`src/rtl/tcfq_pkg.sv`:
```
`default_nettype none
package tcfq_pkg;

  // request codes as they arrive on the input channel
  typedef logic [1:0] req_t;
  localparam req_t REQ_ENQ     = 2'd0;
  localparam req_t REQ_DEQ_ANY = 2'd1;
  localparam req_t REQ_DEQ1    = 2'd2;
  localparam req_t REQ_DEQ0    = 2'd3;

  // classified commands passed from front to back
  typedef logic [2:0] op_t;
  localparam op_t OP_ENQ0 = 3'd0;
  localparam op_t OP_ENQ1 = 3'd1;
  localparam op_t OP_BAD  = 3'd2;
  localparam op_t OP_DEQA = 3'd3;
  localparam op_t OP_DEQ0 = 3'd4;
  localparam op_t OP_DEQ1 = 3'd5;

  // result status codes
  typedef logic [1:0] status_t;
  localparam status_t ST_DONE   = 2'd0;
  localparam status_t ST_EMPTY  = 2'd1;
  localparam status_t ST_FULL   = 2'd2;
  localparam status_t ST_BADCLS = 2'd3;

  // class field values
  localparam logic [1:0] CLS_0    = 2'd0;
  localparam logic [1:0] CLS_1    = 2'd1;
  localparam logic [1:0] CLS_NONE = 2'b11;

endpackage
`default_nettype wire

```
`src/rtl/tcfq_front.sv`:
```
`default_nettype none
module tcfq_front #(
  parameter int ID_BITS = 16
) (
  input  wire                     clk,
  input  wire                     rst,
  input  wire                     in_valid,
  output logic                    in_ready,
  input  wire tcfq_pkg::req_t     in_req,
  input  wire [ID_BITS-1:0]       in_id,
  input  wire [1:0]               in_class,
  output logic                    cmd_valid,
  input  wire                     cmd_pop,
  output tcfq_pkg::op_t           cmd_op,
  output logic [ID_BITS-1:0]      cmd_id
);

  // two-entry command queue
  tcfq_pkg::op_t      q_op [2];
  logic [ID_BITS-1:0] q_id [2];
  logic               wr_ptr;
  logic               rd_ptr;
  logic [1:0]         cnt;
  logic               push;
  tcfq_pkg::op_t      op_in;

  always_comb begin
    unique case (in_req)
      tcfq_pkg::REQ_ENQ: begin
        if (in_class == tcfq_pkg::CLS_0) begin
          op_in = tcfq_pkg::OP_ENQ0;
        end else if (in_class == tcfq_pkg::CLS_1) begin
          op_in = tcfq_pkg::OP_ENQ1;
        end else begin
          op_in = tcfq_pkg::OP_BAD;
        end
      end
      tcfq_pkg::REQ_DEQ_ANY: op_in = tcfq_pkg::OP_DEQA;
      tcfq_pkg::REQ_DEQ1:    op_in = tcfq_pkg::OP_DEQ1;
      tcfq_pkg::REQ_DEQ0:    op_in = tcfq_pkg::OP_DEQ0;
      default:               op_in = tcfq_pkg::OP_BAD;
    endcase
  end

  assign in_ready  = (cnt != 2'd2);
  assign push      = in_valid && in_ready;
  assign cmd_valid = (cnt != 2'd0);
  assign cmd_op    = q_op[rd_ptr];
  assign cmd_id    = q_id[rd_ptr];

  always_ff @(posedge clk) begin
    if (push) begin
      q_op[wr_ptr] <= op_in;
      q_id[wr_ptr] <= in_id;
    end
  end

  always_ff @(posedge clk) begin
    if (rst) begin
      wr_ptr <= 1'b0;
      rd_ptr <= 1'b0;
      cnt    <= 2'd0;
    end else begin
      if (push) begin
        wr_ptr <= ~wr_ptr;
      end
      if (cmd_pop) begin
        rd_ptr <= ~rd_ptr;
      end
      if (push && !cmd_pop) begin
        cnt <= cnt + 2'd1;
      end else if (!push && cmd_pop) begin
        cnt <= cnt - 2'd1;
      end
    end
  end

endmodule
`default_nettype wire

```
`config.mk`:
```
export PLATFORM = sky130hd
export DESIGN_NAME = tcfq_front
export DESIGN_NICKNAME = d
export VERILOG_FILES = /design/src/rtl/tcfq_pkg.sv /design/src/rtl/tcfq_front.sv
export SDC_FILE = /design/constraint.sdc
export NUM_CORES = 1
export LEC_CHECK = 0
export BUFFER_PORTS_ARGS = -buffer_cell sky130_fd_sc_hd__buf_2
export CORE_MARGIN = 8
export CORE_UTILIZATION = 55
export CTS_CLUSTER_DIAMETER = 50
export DETAILED_ROUTE_END_ITERATION = 6
export GPL_ROUTABILITY_DRIVEN = 0
export GPL_TIMING_DRIVEN = 0
export PLACE_DENSITY = 0.85
export SETUP_SLACK_MARGIN = 0.15
export SYNTH_ARGS = -nofsm -noshare
export SYNTH_HDL_FRONTEND = slang
export SYNTH_SLANG_ARGS = --single-unit
```
`constraint.sdc`:
```
create_clock -name clk -period 2.4 [get_ports clk]
set_input_delay 0.24 -clock clk [delete_from_list [all_inputs] [get_ports clk]]
set_output_delay 0.24 -clock clk [all_outputs]
set_load 0.01 [all_outputs]
```
* After elaboration in Yosys (flattened, before gate mapping)
Memory sizes are Yosys's and may differ from the RTL's. A register that Yosys moved wholly into a read port is not among the register bits. Cells that the tools add are included.
Cells by class: add/subtract/negate cells 2, multiply operators 0, divide/modulo/power cells 0, order comparisons 0, eq/ne operators 5, shift-type cells 0, muxes and demuxes 11, bitwise gates (word level) 2, reductions and logical operators 9
Operators with widths (number):
- $pmux 3 s4 | 1
- $mux 2 | 4
- $mux 1 | 6
- $eq 2x1->1 const B | 2
- $eq 2x2->1 const B | 2
- $logic_not 2->1 | 2
- $reduce_bool 2->1 | 2
- $logic_and 1x1->1 | 3
- $add 2x1->2 const B | 1
- $logic_not 1->1 | 2
- $ne 2x2->1 const B | 1
- $not 1->1 | 2
- $sub 2x1->2 const B | 1
Storage, ports and cells: register bits 4, latch bits 0, bits in writable memories 38, ROM bits 0, output and inout bits 21, memories 2
Memories:
- q_id | words 2, width 16, read ports 1, clocked after memory_dff 1, wr ports 1, line tcfq_front.sv:20 | logic [ID_BITS-1:0] q_id [2];
- q_op | words 2, width 3, read ports 1, clocked after memory_dff 1, wr ports 1, line tcfq_front.sv:19 | tcfq_pkg::op_t q_op [2];

* Longest topological paths before layout
depth after elaboration 6, gate-level depth with buffers 6

* Least setup slack after synthesis
Ideal clock, no wire load.
path type register to register, from register cnt[0], to memory q_id[1][0] (enable), arrival time 1.091 ns, data required time 2.023 ns, path slack 0.932 ns, cell stages (with the launch flop) 3, path buffers 0, period minus slack after synthesis 1.468 ns, cells stage by stage dfxtp_1 > nand2b_4 > and3_1
On the way: word-level cells in the longest chain between the ends 4
Ends and longest elaborated chain:
- start: declaration | line tcfq_front.sv:23 | logic [1:0] cnt;
- start signal: assignment | line tcfq_front.sv:71 | cnt <= cnt + 2'd1;
- start signal: assignment | line tcfq_front.sv:73 | cnt <= cnt - 2'd1;
- $ne 2x2->1 | line tcfq_front.sv:45 | assign in_ready = (cnt != 2'd2);
- net in_ready | line tcfq_front.sv:8 | output logic in_ready,
- $logic_and 1x1->1 | line tcfq_front.sv:46 | assign push = in_valid && in_ready;
- $mux 1 | line tcfq_front.sv:52 | if (push) begin
- $mux 1 (implied by the code) | line tcfq_front.sv:54 | q_id[wr_ptr] <= in_id;
- end: declaration | line tcfq_front.sv:20
The timed path passes the listed nets, and every way through them passes these cells.

==> metrics <==
dpl cells 172; Initial Utilization 0.568; WL/cell ~16 um; number of max-cap violations 0; H-tree depth 2; CP Capture Type output port; combinational cell fraction of total power 0.187; top post-synthesis cells by count edfxtp_1, mux2_2; clk root buf clkbuf_4; Die Footprint just over 5000 um^2; Hold WS approximately 0.084 ns; endpoints failing setup 0; vias in the first global route 1042; PD cells ~770 nW/um^2; I/O Buffers 44; antenna violations before repair 0; register area share after synthesis 0.734; status finished clean; FP Rows 20; worst flop-to-flop path startpoint cnt[0]$_SDFFE_PP0P_; Tightest Hold Check Type primary input to flop; routed via count between 900 and 1000; Max Slew Vio Count 0; DRC 0; area grow syn2layout 18.4%; non-filler cells in the finished layout between 150 and 200; final worst path period need 1.78 ns; PostCTS Resize Cnt 0; Slew headroom 0.410; critical path required time 2.16 ns; crit path kind flop to output port; antenna-violating nets left 0; largest net degree at the start of global routing 20; flop and latch count out of synthesis 43; Hold-fix buffers, CTS 0; final layout net count 175; drt first pass iters 4; WP data arrival roughly 1.5 ns; Cell Area, Synth around 1700 um^2; critical path capture point cmd_id[9]; EDFF count, synth 38; P_leak 0.807 nW; I/O pin count 45; clock buffer count from CTS 5; Core Footprint 2980 um^2; worst setup margin ~0.62 ns; Max Root-Sink Buffers 2; Syn Inst Count 95; sw frac 0.251; Post-CTS Setup Bufs 0; post-route setup TNS 0 ns; Final period util 0.742; antenna cells 0; Startpoint Class flop; Congestion Overflow GR 0; share of cells above drive strength 1 0.510; DRT iter0 DRCs 43; DP Worst Slack about 0.66 ns; Worst R2R Path Depth 2; Synth Area per Inst 17.8 um^2; syn nets between 100 and 150; post-synthesis async set-or-reset flop share 0; Pint between 1 and 1.5 mW; CTS tree yes; Yosys cell types 18; sw power slightly below 400 uW; clock sink total 43; GRT Resource Usage Total 0.117; cell taking the most area after synthesis edfxtp_1; fmax 561 MHz; Power Total 1.54 mW; final hold violation count 0; Die W between 70 and 80 um; top cell type's share of synthesized area 0.675; Top FF cell, synth edfxtp_1; Tightest Pin Transition approximately 0.89 ns; crit-path max FO 10; RSZ-0062 raised after global routing false; count leader, synth edfxtp_1; Sequential Power Share 0.604; first-pass GRT wire length 4500 um; Reg clk slew, reported paths about 0.11 ns; r2r endpoint q_id[1][11]$_DFFE_PP_; clk_lat worst skew approximately 0.34 ns; R2R Setup Slk ~0.69 ns; final wirelength slightly below 3000 um; Synth warnings 0; Worst Skew 0.00451 ns; power share of the clock group 0.209; post-DR vias/cell around 5.2; Die Y between 70 and 80 um; top cells by area, synth edfxtp_1, mux2_2, dfxtp_1, ha_1, inv_1; Final HPWL DP ~2100 um; peak supply drop approximately 0.00044 V
-- critical path, cell delays in order (launching register included) --
cell	delay (ns)
dfxtp_1	0.32
buf_4	0.18
buf_4	0.21
mux2_2	0.35
buf_2	0.14
-- layer usage --
metal,up-vias,wire (um),GRT usage
met4,0,44,0.0476
met2,34,1580,0.222
met5,-,0,0
met1,453,1040,0.0969
li1,451,-,-
met3,5,249,0.0614
-- registers in the layout (all words and copies together), names as in the netlist, named ones only --
register	cells
q_op	6
q_id	32
wr_ptr	1
rd_ptr	1
cnt	2
-- cell type report --
cell class	instances	area [um^2]
Inverter	5	18.8
Buffer	2	15.0
Sequential cell	43	1240
Clock buffer	7	45.0
Clock inverter	1	5.00
Timing Repair Buffer	44	220
Fill cell	215	975
Multi-Input combinational cell	45	417
Tap cell	33	41.3
-- power groups by stage --
stage	clock, mW	sequential [mW]	combinational (mW)
2_1_floorplan	0	0.941	0.185
3_3_place_gp	0	0.944	0.284
3_5_place_dp	0	0.951	0.296
4_1_cts	0.338	0.934	0.297
5_1_grt	0.358	0.941	0.316
6_report	0.323	0.932	0.289
-- logic make-up (layout without fill, tap and decap cells) --
kind of cell / Yosys count / after routing / share of synthesized area
XOR/XNOR: 3 / 3 / 0.0155
flip-flops: 43 / 43 / 0.734
AND/OR/NAND/NOR: 12 / 12 / 0.0429
multiplexers: 20 / 20 / 0.133
buffers and inverters: 7 / 59 / 0.0200
adder cells (fa/ha/maj): 5 / 5 / 0.0370
AO/OA/AOI/OAI: 5 / 5 / 0.0178
-- placed cells by master, fill, tap and decap left out --
cell and instances:
a21bo_2 1, a21oi_1 2, and2_1 1, and3_1 1, buf_2 44, buf_4 2
clkbuf_1 2, clkbuf_4 5, clkinv_2 1, dfxtp_1 5, edfxtp_1 38, ha_1 5
inv_1 5, mux2_2 20, nand2b_4 1, nand3b_1 2, nor2_1 5, o21ai_0 2
or2_2 1, or3_1 1, xnor2_1 1, xor2_1 2
-- how the worst min path moves through the flow --
stage,startpoint,end,slack (ns),depth (start not counted)
6_report,in_id[3],q_id[0][3]$_DFFE_PP_,0.08,1
5_1_grt,in_id[4],q_id[0][4]$_DFFE_PP_,0.05,1
4_1_cts,in_id[14],q_id[1][14]$_DFFE_PP_,0.06,1
3_5_place_dp,in_id[14],q_id[0][14]$_DFFE_PP_,0.43,1
3_3_place_gp,in_id[3],q_id[1][3]$_DFFE_PP_,0.43,1
2_1_floorplan,rst,cnt[1]$_SDFFE_PP0P_,0.31,1
-- stage by stage --
stage | utilization | cell area (um^2)
2_1_floorplan | - | 1690
3_3_place_gp | 0.656 | 1950
3_5_place_dp | 0.656 | 1950
4_1_cts | 0.673 | 2000
5_1_grt | 0.673 | 2000
6_report | 0.673 | 2000
No activity file was read; power rests on OpenSTA's default activity.
